===== src/rtl/core/ert_pkg.sv =====
// Shared types and constants of the echo round-trip tracker.
`timescale 1ns / 1ps
package ert_pkg;

  localparam int SEQ_W   = 16;
  localparam int TIME_W  = 32;
  localparam int TYPE_W  = 8;
  localparam int RTT_W   = 32;
  localparam int SUM_W   = 48;
  localparam int SQ_W    = 64;
  localparam int CNT_W   = 32;

  localparam logic OP_SEND  = 1'b0;
  localparam logic OP_REPLY = 1'b1;

  localparam logic [TYPE_W-1:0] ECHO_REPLY_TYPE = 8'h02;

  typedef enum logic [1:0] {
    ST_SENT      = 2'd0,
    ST_IN_WINDOW = 2'd1,
    ST_TOO_OLD   = 2'd2,
    ST_NOT_ECHO  = 2'd3
  } status_t;

  typedef enum logic [1:0] {
    FS_CLEAR,
    FS_IDLE,
    FS_LOOKUP
  } front_state_t;

  // Classified beat handed from the front end to the statistics back end.
  typedef struct packed {
    status_t            status;
    logic [SEQ_W-1:0]   seq;
    logic [RTT_W-1:0]   rtt;
    logic               is_dup;
    logic               is_reorder;
    logic               count_it;
  } mid_item_t;

  // One finished result beat.
  typedef struct packed {
    status_t            status;
    logic [SEQ_W-1:0]   seq;
    logic [RTT_W-1:0]   rtt;
    logic               is_dup;
    logic               is_reorder;
    logic [RTT_W-1:0]   rtt_min;
    logic [RTT_W-1:0]   rtt_max;
    logic [SUM_W-1:0]   rtt_sum;
    logic [SQ_W-1:0]    rtt_sum_sq;
    logic [CNT_W-1:0]   rtt_count;
    logic [CNT_W-1:0]   dup_total;
    logic [CNT_W-1:0]   reorder_total;
  } res_item_t;

endpackage


===== src/rtl/core/ert_back.sv =====
// Back end: squares the RTT and keeps the saturating running statistics.
`timescale 1ns / 1ps
module ert_back (
  input  logic                 clk,
  input  logic                 rst_n,
  input  ert_pkg::mid_item_t   mid_item,
  input  logic                 mid_empty,
  output logic                 mid_pop,
  input  logic                 res_full,
  output logic                 res_push,
  output ert_pkg::res_item_t   res_item
);

  localparam int RTT_W = ert_pkg::RTT_W;
  localparam int SUM_W = ert_pkg::SUM_W;
  localparam int SQ_W  = ert_pkg::SQ_W;
  localparam int CNT_W = ert_pkg::CNT_W;

  logic                 busy_r, busy_nxt;
  ert_pkg::mid_item_t   item_r;
  logic [SQ_W-1:0]      sq_r;

  logic [RTT_W-1:0]     min_r, min_nxt;
  logic [RTT_W-1:0]     max_r, max_nxt;
  logic [SUM_W-1:0]     sum_r, sum_nxt;
  logic [SQ_W-1:0]      sum_sq_r, sum_sq_nxt;
  logic [CNT_W-1:0]     count_r, count_nxt;
  logic [CNT_W-1:0]     dup_r, dup_nxt;
  logic [CNT_W-1:0]     reord_r, reord_nxt;

  logic [SUM_W:0]       sum_add;
  logic [SQ_W:0]        sq_add;

  // One beat in flight at a time, so the result queue always has room for it.
  assign mid_pop  = !busy_r && !mid_empty && !res_full;
  assign res_push = busy_r;
  assign busy_nxt = mid_pop;

  always_comb begin
    sum_add    = {1'b0, sum_r} + (SUM_W + 1)'(item_r.rtt);
    sq_add     = {1'b0, sum_sq_r} + {1'b0, sq_r};
    min_nxt    = min_r;
    max_nxt    = max_r;
    sum_nxt    = sum_r;
    sum_sq_nxt = sum_sq_r;
    count_nxt  = count_r;
    dup_nxt    = dup_r;
    reord_nxt  = reord_r;
    if (busy_r) begin
      if (item_r.count_it) begin
        sum_nxt    = sum_add[SUM_W] ? '1 : sum_add[SUM_W-1:0];
        sum_sq_nxt = sq_add[SQ_W] ? '1 : sq_add[SQ_W-1:0];
        count_nxt  = (count_r == '1) ? count_r : count_r + 1'b1;
        if (item_r.rtt < min_r) begin
          min_nxt = item_r.rtt;
        end
        if (item_r.rtt > max_r) begin
          max_nxt = item_r.rtt;
        end
      end
      if (item_r.is_dup) begin
        dup_nxt = (dup_r == '1) ? dup_r : dup_r + 1'b1;
      end
      if (item_r.is_reorder) begin
        reord_nxt = (reord_r == '1) ? reord_r : reord_r + 1'b1;
      end
    end
    res_item.status        = item_r.status;
    res_item.seq           = item_r.seq;
    res_item.rtt           = item_r.rtt;
    res_item.is_dup        = item_r.is_dup;
    res_item.is_reorder    = item_r.is_reorder;
    res_item.rtt_min       = min_nxt;
    res_item.rtt_max       = max_nxt;
    res_item.rtt_sum       = sum_nxt;
    res_item.rtt_sum_sq    = sum_sq_nxt;
    res_item.rtt_count     = count_nxt;
    res_item.dup_total     = dup_nxt;
    res_item.reorder_total = reord_nxt;
  end

  always_ff @(posedge clk) begin
    if (!rst_n) begin
      busy_r   <= 1'b0;
      min_r    <= '1;
      max_r    <= '0;
      sum_r    <= '0;
      sum_sq_r <= '0;
      count_r  <= '0;
      dup_r    <= '0;
      reord_r  <= '0;
    end else begin
      busy_r   <= busy_nxt;
      min_r    <= min_nxt;
      max_r    <= max_nxt;
      sum_r    <= sum_nxt;
      sum_sq_r <= sum_sq_nxt;
      count_r  <= count_nxt;
      dup_r    <= dup_nxt;
      reord_r  <= reord_nxt;
    end
  end

  always_ff @(posedge clk) begin
    if (mid_pop) begin
      item_r <= mid_item;
      sq_r   <= {{(SQ_W - RTT_W){1'b0}}, mid_item.rtt} * {{(SQ_W - RTT_W){1'b0}}, mid_item.rtt};
    end
  end

endmodule


===== config.mk =====
export PLATFORM = sky130hd
export DESIGN_NAME = ert_back
export DESIGN_NICKNAME = d
export VERILOG_FILES = /design/src/rtl/core/ert_pkg.sv /design/src/rtl/core/ert_back.sv
export SDC_FILE = /design/constraint.sdc
export NUM_CORES = 2
export LEC_CHECK = 0
export BUFFER_PORTS_ARGS = -buffer_cell sky130_fd_sc_hd__buf_4
export CAP_MARGIN = 10
export CORE_MARGIN = 10
export CORE_UTILIZATION = 35
export CTS_CLUSTER_DIAMETER = 80
export DETAILED_ROUTE_END_ITERATION = 16
export PLACE_DENSITY_LB_ADDON = 0.05
export SLEW_MARGIN = 5
export SYNTH_ARGS = -nofsm -noshare
export SYNTH_HDL_FRONTEND = slang
export SYNTH_SLANG_ARGS = --single-unit

===== constraint.sdc =====
create_clock -name clk -period 40.5 [get_ports clk]
set_input_delay 8.1 -clock clk [delete_from_list [all_inputs] [get_ports clk]]
set_output_delay 8.1 -clock clk [all_outputs]
set_load 0.02 [all_outputs]

=== Yosys cells after proc, flatten, opt, wreduce, memory -nomap -nowiden ===
Cells that the tools add are included.
W data, S select, Z words.

* $add $sub $neg: 5
* $mul: 1
* Order comparisons: 2
* Equality and inequality tests: 3
* Multiplexer cells: 21
* Reduce and logical (&&, ||, !) cells: 5

{| class="wikitable"
|+ Operators with widths
! operator !! count
|-
| $mux W32 || 15
|-
| $mux W64 || 3
|-
| $mux W48 || 3
|-
| $add A32 B1 Y32 const B || 3
|-
| $eq A32 B32 Y1 const B || 3
|-
| $add A64 B64 Y65 || 1
|-
| $mul A32 B32 Y64 || 1
|-
| $add A48 B32 Y49 || 1
|-
| $gt A32 B32 Y1 || 1
|-
| $lt A32 B32 Y1 || 1
|-
| $logic_not A1 Y1 || 3
|-
| $logic_and A1 B1 Y1 || 2
|}

* Register bits: 390
* Output and inout bits: 326

=== Depth between registers and ports, before layout ===
* Depth after elaboration: 4
* Gate-level depth with buffers: 31

=== Least setup slack after synthesis ===
No wires, ideal clock.

* Path kind: input to output
* Start: input mid_empty
* End: output mid_pop
* Data arrival time: 16.354 ns
* Slack: 16.046 ns
* Stages: 1
* Buffers on the path: 0
* Cells stage by stage: nor3_1

* Word-level cells in the longest chain between the ends: 3

{| class="wikitable"
|+ RTL lines
! item !! RTL line !! text
|-
| start, declared || ert_back.sv:7 || <nowiki>input logic mid_empty,</nowiki>
|-
| $logic_not A1 Y1 || ert_back.sv:35 || <nowiki>assign mid_pop = !busy_r && !mid_empty && !res_full;</nowiki>
|-
| $logic_and A1 B1 Y1 (2 in series) || ert_back.sv:35 ||
|-
| end, declared || ert_back.sv:8 || <nowiki>output logic mid_pop,</nowiki>
|}

No other way between the ends.

=== Final worst setup path ===
Same ends and word-level chain as after synthesis.

==> results.ini <==
[global_route]
grt_pass1_wl_mm=269
grtUsageMet2=0.365
grt_util_met3=0.0217
use_met1=0.274
gr-total-overflow=0
busiest_layer=met2
grt_pass1_vias=42800
grt_max_degree=93
track_usage=0.208
antenna_found_initial=2

[min_path]
min_path_type=flop to flop

[timing]
rsz0062_at_grt=no
slew_headroom=0.188
maxSlewViolCount=0
period_share=0.419
setup_violations=0
worst_slew_pin_slew_ps=1220
tns_ps=0
clock_skew_ps=22.9
max_freq_mhz=58.9
hold_viol_final=0
post-route-min-period_ps=16970

[setup_path]
cp_slowest_stage_delay_ps=300
critical_path_buf_inv_count=3
worstPathArrival_ps=8870
crit_required_ps=32400
critical_path_peak_fanout=13
path_delay_family=buffers and inverters
critPathLaunchType=primary input
worst_setup_path_end_kind=primary output
crit_chain=buf_4 > nor3_2 > buf_4 > buf_4
cp_slowest_cell=buf_4
worstSetupPathType=primary input to primary output
crit_top_cell=buf_4

[synth]
synth.ff_latch_count=388
syn_avg_cell_area_um2=9.18
synthCells=5763
synthArstFlopShare=0
yosysWarnings=0
synthFlopType=dfxtp_1
synth_nets=7072
synth-edff-count=115
synth_cell_types=87
yosysSeqAreaShare=0.169
syn_area_um2=52900

[place]
dp_hpwl_mm=138
portBuffers=382
place.gp.congestion=0.884

[die]
initial_core_util=0.353
dieWidth_um=409
dieArea_um2=167000
rows=142
ios=383
fp.dieH_um=409
fp.coreArea_um2=150000

[cells_and_area]
drive_gt1_frac=0.101
syn2layout_area_growth_pct=10.9
post-route-util=0.391
layout.nets=7224

[clocking]
path_clk_slew_ps=60
cts.htree.levels=2
clock_path_buffers=3
root_buffer=clkbuf_16
cts_tree=yes
cts_buffers=47
ctsHoldBuffers=0
post_cts_buffers=0
cts.sinks=388
clk_latency_ps=630
cts_resized=0

[run]
drv_cap=0

[route]
drtIter0Drc=2016
firstDrtPassIters=5
wl_per_cell_um=22.0
via_count=40000
routed_wl_mm=176
drc_errors=0
avgViaCountPerCell=5.02
drt.antenna.violating_nets=0

[run_status]
status=completed

==> placed cells by master, fill, tap and decap left out, drive strengths merged, types with 19 or more instances in the layout <==
cell type  Yosys  layout
a211oi        45      45
a21o         127     127
a21oi        237     237
a31oi         34      34
and2         367     367
and3          48      48
and4          21      21
buf           79     408
clkbuf       226      61
dfxtp        273     273
edfxtp       115     115
fa           795     795
ha           457     457
inv         1082    1088
mux2          34      34
mux2i         37      37
nand2        489     489
nand2b        19      19
nand3         84      84
nand4        100     100
nor2         220     220
nor2b         31      31
nor3          65      65
o211ai        40      40
o21a          21      21
o21ai        139     139
o21bai        33      33
o221a         38      38
o22a          58      58
xnor2        170     170
xor2         113     113
==> metrics by stage <==
step / instance area (um^2) / worst slack (ps) / std cells / hold slack (ps)
after floorplan: 52900 / 16050 / 5763 / 435
after global placement: 57100 / 23500 / 7882 / 446
after detailed placement: 57100 / 23500 / 7882 / 464
after CTS: 58700 / 23500 / 7970 / 471
after global routing: 58700 / 23480 / 7970 / 487
final: 58700 / 23530 / 7972 / 469
==> layer usage <==
metal,up-vias,part of all wire
met2,788,0.49
met1,20200,0.45
met3,166,0.035
met5,-,0
li1,18900,-
met4,0,0.023
==> kinds of logic (layout without fill, tap and decap cells) <==
| logic type | Yosys count | in the layout | share of synthesized area |
|---|---|---|---|
| compound gates | 889 | 889 | 0.116 |
| xor+xnor | 283 | 283 | 0.0469 |
| fa+ha+maj | 1252 | 1252 | 0.409 |
| buf+inv | 1389 | 1580 | 0.104 |
| flops | 388 | 388 | 0.169 |
| mux | 71 | 71 | 0.0142 |
| other cells | 0 | 2 | 0 |
| simple gates | 1491 | 1491 | 0.141 |
==> flip-flops by register name, summed over array words and instances, names as in the netlist <==
name      flops
sq_r         62
count_r      32
reord_r      32
res_item     52
res_push      1
item_r        1
sum_r        48
max_r        32
dup_r        32
sum_sq_r     64
min_r        32
==> tightest hold or removal path, stage by stage, from the launching register on <==
cell	delay, ps
dfxtp_1	320
nand2_1	50
mux2i_1	50
==> path summary, 6_finish.rpt <==
kind	cells past startpoint	start	end	slack [ps]
worst min register to register	2	max_r[29]$_SDFF_PN0_	max_r[29]$_SDFF_PN0_	470
worst min-delay path	2	max_r[29]$_SDFF_PN0_	max_r[29]$_SDFF_PN0_	470
worst max register to register	11	sq_r[18]$_DFFE_PP_	sum_sq_r[11]$_SDFF_PN0_	36450
worst max-delay path	4	mid_empty	mid_pop	23530
==> Yosys cell counts, types with 37 or more instances <==
cell / number / area, um^2
inv_1: 1081 / 4060
fa_1: 795 / 15900
nand2_1: 488 / 1830
ha_1: 457 / 5720
and2_1: 365 / 2280
dfxtp_1: 273 / 5470
a21oi_1: 237 / 1190
clkbuf_1: 226 / 848
nor2_1: 219 / 822
xnor2_1: 170 / 1490
o21ai_0: 133 / 666
a21o_1: 127 / 953
edfxtp_1: 115 / 3450
xor2_1: 113 / 990
nand4_1: 99 / 619
nand3_1: 84 / 420
nor3_1: 65 / 325
o22a_1: 58 / 508
buf_4: 56 / 420
and3_1: 48 / 300
a211oi_1: 39 / 293
o211ai_1: 39 / 293
mux2i_1: 37 / 370
==> cell type report <==
| type | instances | area (um^2) |
|---|---|---|
| Multi-Input combinational cell | 3986 | 38500 |
| Clock inverter | 28 | 317 |
| Sequential cell | 388 | 8920 |
| Inverter | 1083 | 4070 |
| Tap cell | 2016 | 2520 |
| Antenna cell | 2 | 5.00 |
| Clock buffer | 60 | 1240 |
| Timing Repair Buffer | 409 | 3080 |
| Fill cell | 15300 | 91300 |
Power is not shown: default switching activity piles up to over one toggle a cycle in this logic, so the estimate is an artifact.
