--- src/rtl/core/ert_fifo.sv ---
// Small register queue used between the pipeline sections and at the output.
`timescale 1ns / 1ps
module ert_fifo #(
  parameter int WIDTH = 8,
  parameter int DEPTH = 2
) (
  input  logic             clk,
  input  logic             rst_n,
  input  logic             push,
  input  logic [WIDTH-1:0] wdata,
  input  logic             pop,
  output logic [WIDTH-1:0] rdata,
  output logic             full,
  output logic             empty
);

  localparam int PTR_W = (DEPTH > 1) ? $clog2(DEPTH) : 1;
  localparam int CNT_W = $clog2(DEPTH + 1);

  logic [WIDTH-1:0] entry_r [DEPTH];
  logic [PTR_W-1:0] wr_ptr_r, wr_ptr_nxt;
  logic [PTR_W-1:0] rd_ptr_r, rd_ptr_nxt;
  logic [CNT_W-1:0] count_r, count_nxt;
  logic             do_push, do_pop;

  assign full    = (count_r == CNT_W'(DEPTH));
  assign empty   = (count_r == '0);
  assign do_push = push && !full;
  assign do_pop  = pop && !empty;
  assign rdata   = entry_r[rd_ptr_r];

  always_comb begin
    wr_ptr_nxt = wr_ptr_r;
    rd_ptr_nxt = rd_ptr_r;
    count_nxt  = count_r;
    if (do_push) begin
      wr_ptr_nxt = (wr_ptr_r == PTR_W'(DEPTH - 1)) ? '0 : wr_ptr_r + 1'b1;
    end
    if (do_pop) begin
      rd_ptr_nxt = (rd_ptr_r == PTR_W'(DEPTH - 1)) ? '0 : rd_ptr_r + 1'b1;
    end
    if (do_push && !do_pop) begin
      count_nxt = count_r + 1'b1;
    end else if (do_pop && !do_push) begin
      count_nxt = count_r - 1'b1;
    end
  end

  always_ff @(posedge clk) begin
    if (!rst_n) begin
      wr_ptr_r <= '0;
      rd_ptr_r <= '0;
      count_r  <= '0;
    end else begin
      wr_ptr_r <= wr_ptr_nxt;
      rd_ptr_r <= rd_ptr_nxt;
      count_r  <= count_nxt;
    end
  end

  always_ff @(posedge clk) begin
    if (do_push) begin
      entry_r[wr_ptr_r] <= wdata;
    end
  end

endmodule

--- config.mk ---
export PLATFORM = sky130hd
export DESIGN_NAME = ert_fifo
export DESIGN_NICKNAME = d
export VERILOG_FILES = /design/src/rtl/core/ert_fifo.sv
export SDC_FILE = /design/constraint.sdc
export NUM_CORES = 1
export LEC_CHECK = 0
export BUFFER_PORTS_ARGS = -buffer_cell sky130_fd_sc_hd__buf_4
export CAP_MARGIN = 10
export CORE_MARGIN = 8
export CORE_UTILIZATION = 45
export CTS_BUF_LIST = sky130_fd_sc_hd__clkbuf_4
export DETAILED_ROUTE_END_ITERATION = 8
export GPL_ROUTABILITY_DRIVEN = 0
export PLACE_DENSITY = 0.73
export SYNTH_ARGS = -nofsm -noshare
export SYNTH_HDL_FRONTEND = slang
export SYNTH_SLANG_ARGS = --single-unit
--- constraint.sdc ---
create_clock -name clk -period 2.7 [get_ports clk]
set_input_delay 0.54 -clock clk [delete_from_list [all_inputs] [get_ports clk]]
set_output_delay 0.54 -clock clk [all_outputs]
set_load 0.02 [all_outputs]
Yosys cells after proc, flatten, opt, wreduce, memory -nomap -nowiden
Memory sizes are Yosys's and may differ from the RTL's. A register that Yosys moved wholly into a read port is not among the register bits.
Index checks and enable logic that the tools add are counted.
{ "op_classes": {"n_reduce_logical": 10, "n_mux": 8, "add_sub_neg": 4, "n_eq_ne": 1} }
{ "op_table": {"columns": ["cell", "n"], "rows": [
  ["two-way mux 1 bit", 6],
  ["logical AND 1 bit", 4],
  ["logical NOT 1 bit", 4],
  ["two-way mux 2 bit", 2],
  ["adder 1 bit (second input constant)", 2],
  ["adder 2 x 1 -> 2 bit (second input constant)", 1],
  ["== test 2 bit (second input constant)", 1],
  ["logical NOT 2 bit", 1],
  ["nonzero test 2 bit", 1],
  ["subtractor 2 x 1 -> 2 bit (second input constant)", 1]
]} }
{ "totals": {"out_inout_bits": 10, "regBits": 4, "memories": 1, "input_bits": 12, "word_cells": 27, "ramBits": 16} }
{ "mem_list": {"columns": ["name", "depth", "width", "read_ports", "rd_clocked_by_memory_dff", "write_ports", "line", "source"], "rows": [
  ["entry_r", 2, 8, 1, 1, 1, "20", "logic [WIDTH-1:0] entry_r [DEPTH];"]
]} }

Depth between registers and ports, before layout
Gate-level depths: netlist (run 1).
{ "depth": {"ltp_word": 7, "depth_mapped": 7, "mapped_depth_nobuf": 7} }

Least setup slack after synthesis (run 1)
OpenSTA, ideal clock, no wires.
{ "synth_path": {"path_kind": "register to register", "start": "register count_r[0]", "end": "register count_r[1]", "path_slack_ns": 1.186, "t_arrival_ns": 1.444, "setup_ns": 0.070, "n_path_buf": 0, "stages_incl_launch_ff": 7, "required_ns": 2.630, "synth_period_minus_slack_ns": 1.514, "path_cell_list": "dfxtp_1 -> nand2b_1 -> inv_2 -> nor2_1 -> ha_1 -> or3_1 -> a21boi_1"} }
{ "synth_via": {"elab_chain_cells": 6, "word_cells_on_any_way": 15, "cone_classes": "2 x add/sub; 1 x eq/ne; 2 x mux; 10 x reduce/logical"} }
{ "synth_lines": {"columns": ["item", "line", "source"], "rows": [
  ["start: declaration", "23", "logic [CNT_W-1:0] count_r, count_nxt;"],
  ["start signal: assignment", "57", "count_r <= count_nxt;"],
  ["== test 2 bit (*)", "26", "assign full = (count_r == CNT_W'(DEPTH));"],
  ["net full", "13", "output logic full,"],
  ["logical NOT 1 bit (*)", "28", "assign do_push = push && !full;"],
  ["logical AND 1 bit (*)", "28", null],
  ["logical NOT 1 bit", "44", "end else if (do_pop && !do_push) begin"],
  ["logical AND 1 bit", "44", null],
  ["nonzero test 2 bit (no line)", null, null]
]} }
Mark *: on every way through the listed nets, which the timed path passes. The rest lies on a longest branch. The select of a mux whose other input is x is not followed.
A chain may end at the register's enable or synchronous reset.

==> impl_metrics.toml, run 1 <==
[outcome]
status = "complete, no violations"

[floorplanning]
rows = 15
initial_core_util_pct = 47.4
pin_count = 22
die-area_mm2 = 0.00341
coreArea_mm2 = 0.00171
chipHeight_um = 58.4
dieWidth_um = 58.4

[finish]
final_cell_area_mm2 = 0.00102
layout-drive-gt1-share_pct = 47.3
area_delta_synth_final_pct = 26.4
fin_util_pct = 59.9
stdcell_count = 99
n_antenna_cell = 0
final_net_count = 88
fillCellCount = 141

[synthesis]
synth.most_common_cell = "edfxtp_1"
ys.flop_type = "edfxtp_1"
synthCells = 50
synthMuxAreaShare_pct = 11.1
syn-cell-area_um2 = 810
yosys.area_share.simple_pct = 6.80
synthTopCellsByCount = "16 x edfxtp_1, 8 x mux2_2, 5 x dfxtp_1"
yosysWarnings = 0
synth_seq_cells = 21
syn-num-nets = 63
synthArstFlopShare_pct = 0
synth_xor_area_share_pct = 3.25
synth_area_per_cell_um2 = 16.2
synth.top_cells.by_area = "edfxtp_1 59%, dfxtp_1 12%, mux2_2 11%"
synth_edf_count = 16
synth_top_family_by_area = "multiplexers"
netlist.area_leader.share_pct = 59.4
yosys.area.top_type = "edfxtp_1"
synth_compound_area_share_pct = 4.02
yosysSeqAreaShare_pct = 71.7
synth-adder-area-share_pct = 1.55
synth_cell_types = 20

[placed_design]
place_area_um2 = 993
post-dp-hpwl_um = 1000
place_ws_ns = 1.03
io_buffer_count = 21
dp.cells = 95

[timing]
finalSetupViolCount = 0
tightest_slew_ns = 0.702
period_minus_slack_ns = 1.90
timing.final.crit_share_pct = 70.5
skew_ns = 0.00711
setup_slack_ns = 0.796
tns_ns = 0
final-hold-violation-count = 0
slew_headroom_pct = 53.0
fmax_mhz = 525
holdWs_ns = 0.425
drv_slew = 0
rsz0062_at_grt = "no"

[global_routing]
overflow = 0
first_global_vias = 513
grt_max_degree = 12
track_usage_pct = 8.11
grt_pass1_wl_um = 2110
antenna_found_initial = 0

[routing]
drc = 0
drt.antenna.violating_nets = 0
wl_um = 1310
drt_iter0_drc = 5
wl_per_cell_um = 13.2
viasPerCell = 4.80
via_count = 475
first_pass_iters = 4

[power_and_ir_drop]
ir_drop_v = 0.000515
p_comb_share_pct = 36.3
pwr-share-clk_pct = 16.1
design_power_total_mw = 0.957
p_int_mw = 0.654
sequentialPowerShare_pct = 47.6
sw_frac_of_total_pct = 31.6
switching_power_mw = 0.303
power_density_mw_per_mm2 = 935
leakage_nw = 0.400

[setup_path]
crit_required_ns = 2.16
reg2reg_from = "count_r[0]"
cp-end-kind = "primary output"
start_kind = "flip-flop"
r2r_slack_ns = 1.11
worstPathArrival_ns = 1.36
path_max_fanout = 8
reg2reg_depth = 6
r2r_end = "count_r[1]"
critical_path_class = "reg2out"

[clocking]
hold_buffers = 0
tritoncts = "built"
numCtsBuffers = 3
cts_sinks = 21
clk_pin_slew_ns = 0.11
clock_latency_ns = 0.29
root_buffer = "clkbuf_4"
cts_buffer_depth = 2
post_cts_buffers = 0
htree_levels = 1
cts_resized = 0

[worst_hold_path]
min_to = "entry_r[0][2]"
hold_path_startpoint = "wdata[2]"
hold_path_class = "in2reg"
hold_path_depth = 1

[flow_run]
drv_cap = 0
final cells by class:
type / instances / area (um2) / share of cell area, %
Sequential cell: 21 / 581 / 56.7
Clock buffer: 4 / 30.0 / 2.93
Multi-Input combinational cell: 26 / 216 / 21.1
Inverter: 2 / 7.51 / 0.733
Tap cell: 25 / 31.3 / 3.06
Timing Repair Buffer: 21 / 158 / 15.4
layout by cell type, fill, tap and decap left out:
cell	count
clkbuf_4	4
a21boi_1	1
inv_2	1
and2_1	3
nor2_1	2
buf_4	21
xor2_1	1
o21a_1	1
nand2b_1	1
and3_1	1
edfxtp_1	16
or3_1	1
mux2_2	8
inv_1	1
o21ai_0	1
dfxtp_1	5
o21ai_1	1
xnor2_1	2
ha_1	1
nor3_2	1
a21boi_0	1
sequential cells by signal, indices dropped and copies added, names as in the netlist, named ones only:
register  cells
entry_r      16
rd_ptr_r      1
wr_ptr_r      1
count_r       2
power by group through the flow:
stage | clock, mW | combinational (mW) | sequential [mW]
final | 0.154 | 0.348 | 0.455
after global routing | 0.166 | 0.377 | 0.464
after CTS | 0.155 | 0.356 | 0.457
after detailed placement | 0 | 0.354 | 0.464
after global placement | 0 | 0.348 | 0.461
after floorplan | 0 | 0.247 | 0.441
how the worst max path moves through the flow:
stage                    start            end  slack (ns)  cells after the start
CTS                  flip-flop       rdata[0]        0.77                      2
global route         flip-flop       rdata[4]        0.73                      2
finish               flip-flop       rdata[0]        0.80                      2
detailed placement        push  entry_r[0][6]        1.03                      3
floorplan           count_r[0]     count_r[1]        1.19                      6
global placement          push  entry_r[0][6]        1.04                      3
logic make-up after synthesis:
group                    count (synthesis)
buffers and inverters                    3
adder cells (fa/ha/maj)                  1
AO/OA/AOI/OAI                            5
XOR/XNOR                                 3
flip-flops                              21
multiplexers                             8
AND/OR/NAND/NOR                          9
layer usage:
metal / vias to the layer above / GRT usage, % / routed length (um)
met2: 16 / 14.8 / 666
met1: 226 / 7.53 / 497
met4: 0 / 4.20 / 12
li1: 231 / - / -
met3: 2 / 3.26 / 129
met5: - / 0 / 0
worst max-delay path: stages (launching register included):
cell,delay [ns]
dfxtp_1,0.54
mux2_2,0.38
buf_4,0.16
No activity file was read; power rests on OpenSTA's default activity.
==> run 2: changes to the inputs <==
ABC_AREA = 1   (was unset)
clock period = 1.9 ns   (was 2.7 ns; I/O delays follow)
==> impl_metrics.toml, run 2 <==
[outcome]
status = "complete, no violations"

[clocking]
clk_pin_slew_ns = 0.10
htree_levels = 1
root_buffer = "clkbuf_4"
tritoncts = "built"
clock_latency_ns = 0.29
hold_buffers = 0
cts_resized = 0
numCtsBuffers = 3
post_cts_buffers = 0
cts_buffer_depth = 2
cts_sinks = 21

[timing]
finalSetupViolCount = 0
slew_headroom_pct = 75.6
final-hold-violation-count = 0
tightest_slew_ns = 0.365
timing.final.crit_share_pct = 92.8
tns_ns = 0
fmax_mhz = 567
skew_ns = 0.00111
rsz0062_at_grt = "no"
period_minus_slack_ns = 1.76
drv_slew = 0

[routing]
viasPerCell = 4.52
via_count = 515
drt.antenna.violating_nets = 0
wl_per_cell_um = 12.3
drt_iter0_drc = 10
wl_um = 1400
drc = 0
first_pass_iters = 3

[power_and_ir_drop]
ir_drop_v = 0.000737
leakage_nw = 0.439
power_density_mw_per_mm2 = 1280

[global_routing]
busiest_layer = "met2"
overflow = 0
antenna_found_initial = 0
track_usage_pct = 8.25
met2_usage_pct = 14.6
first_global_vias = 520
grt_max_degree = 12
grt_pass1_wl_um = 2190
met3_usage_pct = 4.35
grt_use_met1_pct = 7.85

[finish]
n_antenna_cell = 0
final_common_cell = "buf_4"
top_regs = "entry_r: 16 flops, count_r: 2 flops"
largest_reg_flops = 16
mostFrequentLayoutCells = "23 x buf_4, 16 x edfxtp_1, 10 x nor2_1"
stdcell_count = 114
top_register = "entry_r"
final_net_count = 103
layout-drive-gt1-share_pct = 42.7
area_delta_synth_final_pct = 27.8

[floorplanning]
chipHeight_um = 58.8
die-area_mm2 = 0.00345
initial_core_util_pct = 47.7
pin_count = 22
rows = 15
coreArea_mm2 = 0.00173
dieWidth_um = 58.8

[synthesis]
yosysSeqAreaShare_pct = 70.5
yosys.area.top_type = "edfxtp_1"
syn-cell-area_um2 = 823
syn-num-nets = 76
synthArstFlopShare_pct = 0
synth_edf_count = 16
yosysWarnings = 0
synth.most_common_cell = "edfxtp_1"
synthTopCellsByCount = "16 x edfxtp_1, 10 x nor2_1, 8 x inv_1, 8 x mux2_2, 6 x nand2_1"
synth_seq_cells = 21
synth_area_per_cell_um2 = 13.1
synth.top_cells.by_area = "edfxtp_1 58%, dfxtp_1 12%, mux2_2 11%"
netlist.area_leader.share_pct = 58.4
synthCells = 63
synth_cell_types = 15
ys.flop_type = "edfxtp_1"

[setup_path]
crit_required_ns = 1.52
reg2reg_from = "count_r[0]"
path_max_fanout = 8
worstPathArrival_ns = 1.38
start_kind = "flip-flop"
cp-end-kind = "primary output"
critical_path_class = "reg2out"

[placed_design]
post-dp-hpwl_um = 1050
dp.cells = 110
io_buffer_count = 21

[flow_run]
drv_cap = 0

[worst_hold_path]
hold_path_class = "in2reg"
hold_path_startpoint = "wdata[0]"
==> run 2: changes by cell type after synthesis, sizes merged, moves of 2 or more <==
cell,delta
inv,+7
and2,-3
nand2,+6
nor2,+9
xnor2,-2
a21boi,-2
==> run 2: cell type report <==
cell class	count	area [um2]
clock buffers	4	30.0
fillers	151	674
inverters	9	33.8
multi-input cells	32	204
flip-flops and latches	21	581
well taps	25	31.3
repair buffers	23	173
==> run 2: where the power goes <==
group	internal, mW	leakage [nW]	switching, mW	total [mW]
clock network	0.0959	0.0184	0.121	0.217
logic	0.220	0.230	0.268	0.488
registers	0.586	0.191	0.0562	0.642
==> run 2: worst max-delay path, cell delays in order (launching register included) <==
cell and delay (ns):
dfxtp_1 0.55, mux2_2 0.38, buf_4 0.16
==> run 2: final timing paths <==
check	to	slack, ns	cells past startpoint
setup / recovery	rdata[5]	0.14	2
hold / removal	entry_r[0][0]	0.27	1
setup reg to reg	count_r[1]	0.47	9
hold reg to reg	rd_ptr_r	0.52	2
==> run 2: routing by layer <==
metal  share of wire (%)  routed length, um
met5                   0                  0
met4                 1.4                 19
met3                  10                144
met2                  48                677
met1                  40                559
==> run 2: cell families (layout without fill, tap and decap cells) <==
group / count (synthesis) / in the layout / share of synthesized area, %
adders and majority gates: 1 / 1 / 1.52
DFF: 21 / 21 / 70.5
muxes: 8 / 8 / 10.9
and+or+nand+nor: 19 / 19 / 9.42
buffers and inverters: 10 / 36 / 4.71
AOI/OAI and AO/OA: 4 / 4 / 2.89
==> run 2: metrics by stage <==
| stage | power (mW) | hold slack [ns] | instance area (um2) | util [%] | setup WS [ns] |
|---|---|---|---|---|---|
| after floorplan | 0.958 | 0.467 | 823 | - | 0.477 |
| after global placement | 1.13 | 0.485 | 1020 | 59.2 | 0.466 |
| after detailed placement | 1.15 | 0.500 | 1020 | 59.2 | 0.454 |
| after CTS | 1.36 | 0.257 | 1050 | 60.9 | 0.118 |
| after global routing | 1.43 | 0.245 | 1050 | 60.9 | 0.0418 |
| final | 1.35 | 0.265 | 1050 | 60.9 | 0.137 |
==> run 3: changes to the inputs <==
PLACE_DENSITY = 0.68   (was 0.73)
==> impl_metrics.toml, run 3 (synthesis results as in run 2) <==
[placed_design]
io_buffer_count = 21
dp.cells = 110
post-dp-hpwl_um = 1060

[setup_path]
r2r_end = "count_r[1]"
crit_required_ns = 1.52
reg2reg_from = "count_r[0]"
r2r_slack_ns = 0.43
worstSetupEndpoint = "rdata[3]"
worstPathArrival_ns = 1.39
path_max_fanout = 8
critical_path_class = "reg2out"
reg2reg_depth = 9
cp-end-kind = "primary output"
start_kind = "flip-flop"

[timing]
final-hold-violation-count = 0
slew_headroom_pct = 76.2
fmax_mhz = 567
timing.final.crit_share_pct = 92.9
tightest_slew_ns = 0.356
finalSetupViolCount = 0
tns_ns = 0
period_minus_slack_ns = 1.77
skew_ns = 0.00678
rsz0062_at_grt = "no"
drv_slew = 0

[clocking]
numCtsBuffers = 3
clk_pin_slew_ns = 0.11
post_cts_buffers = 0
hold_buffers = 0
htree_levels = 1
root_buffer = "clkbuf_4"
tritoncts = "built"
cts_buffer_depth = 2
clock_latency_ns = 0.29
cts_resized = 0
cts_sinks = 21

[finish]
final-seq-area_um2 = 581
stdcell_count = 114
top_register = "entry_r"
final_common_cell = "buf_4"
area_delta_synth_final_pct = 27.8
fillCellCount = 166
n_antenna_cell = 0
mostFrequentLayoutCells = "23 x buf_4, 16 x edfxtp_1, 10 x nor2_1"
multiInputGateArea_um2 = 204
final_net_count = 103
top_regs = "entry_r: 16 flops, count_r: 2 flops"
fin_util_pct = 60.9
layout-drive-gt1-share_pct = 42.7
largest_reg_flops = 16

[routing]
wl_um = 1390
wl_per_cell_um = 12.2
via_count = 517
drt.antenna.violating_nets = 0
drc = 0
viasPerCell = 4.54
first_pass_iters = 3
drt_iter0_drc = 10

[global_routing]
grt_max_degree = 12
first_global_vias = 489
grt_pass1_wl_um = 2130
overflow = 0
antenna_found_initial = 0
track_usage_pct = 8.49

[floorplanning]
chipHeight_um = 58.8
die-area_mm2 = 0.00345
initial_core_util_pct = 47.7
pin_count = 22
rows = 15
coreArea_mm2 = 0.00173
dieWidth_um = 58.8

[power_and_ir_drop]
leakage_nw = 0.439
power_density_mw_per_mm2 = 1290
ir_drop_v = 0.000757

[worst_hold_path]
hold_path_class = "in2reg"
hold_path_depth = 1

[outcome]
status = "complete, no violations"

[flow_run]
drv_cap = 0
==> run 3: cell counts in the layout (fill, tap and decap cells not counted) <==
No cell type changed its count.
==> run 3: layout make-up <==
class	instances	area share [%]
inverters	9	3.21
clock buffers	4	2.85
well taps	25	2.97
repair buffers	23	16.4
flip-flops and latches	21	55.2
multi-input cells	32	19.4
==> run 3: worst min path at each step <==
| stage | from | endpoint | slack [ns] |
|---|---|---|---|
| finish | wdata[0] | entry_r[1][0] | 0.26 |
| detailed placement | rd_ptr_r | flip-flop | 0.49 |
| global route | wdata[0] | entry_r[1][0] | 0.24 |
| CTS | wdata[2] | entry_r[1][2] | 0.25 |
| floorplan | rd_ptr_r | flip-flop | 0.47 |
| global placement | rd_ptr_r | rd_ptr_r | 0.48 |
==> run 3: worst max-delay path, stage by stage (launching register included) <==
cell and delay [ns]:
dfxtp_1 0.55, mux2_2 0.38, buf_4 0.16
==> run 3: per-layer routing <==
| metal | vias to the layer above | part of all wire (%) | GRT usage [%] |
|---|---|---|---|
| met2 | 10 | 49 | 13.1 |
| met5 | - | 0 | 0 |
| li1 | 267 | - | - |
| met4 | 0 | 0.86 | 6.14 |
| met3 | 2 | 3.9 | 2.39 |
| met1 | 238 | 46 | 9.81 |
==> run 3: power breakdown <==
| group | total (mW) | switching (mW) | internal, mW |
|---|---|---|---|
| logic | 0.494 | 0.274 | 0.220 |
| registers | 0.640 | 0.0547 | 0.586 |
| clock network | 0.220 | 0.124 | 0.0959 |
==> run 3: through the flow <==
| step | hold slack (ns) | total power [mW] | cell area [um2] | setup slack, ns |
|---|---|---|---|---|
| 2_1_floorplan | 0.467 | 0.958 | 823 | 0.477 |
| 3_3_place_gp | 0.481 | 1.14 | 1020 | 0.441 |
| 3_5_place_dp | 0.487 | 1.15 | 1020 | 0.441 |
| 4_1_cts | 0.248 | 1.38 | 1050 | 0.0920 |
| 5_1_grt | 0.239 | 1.44 | 1050 | 0.0269 |
| 6_report | 0.260 | 1.35 | 1050 | 0.135 |
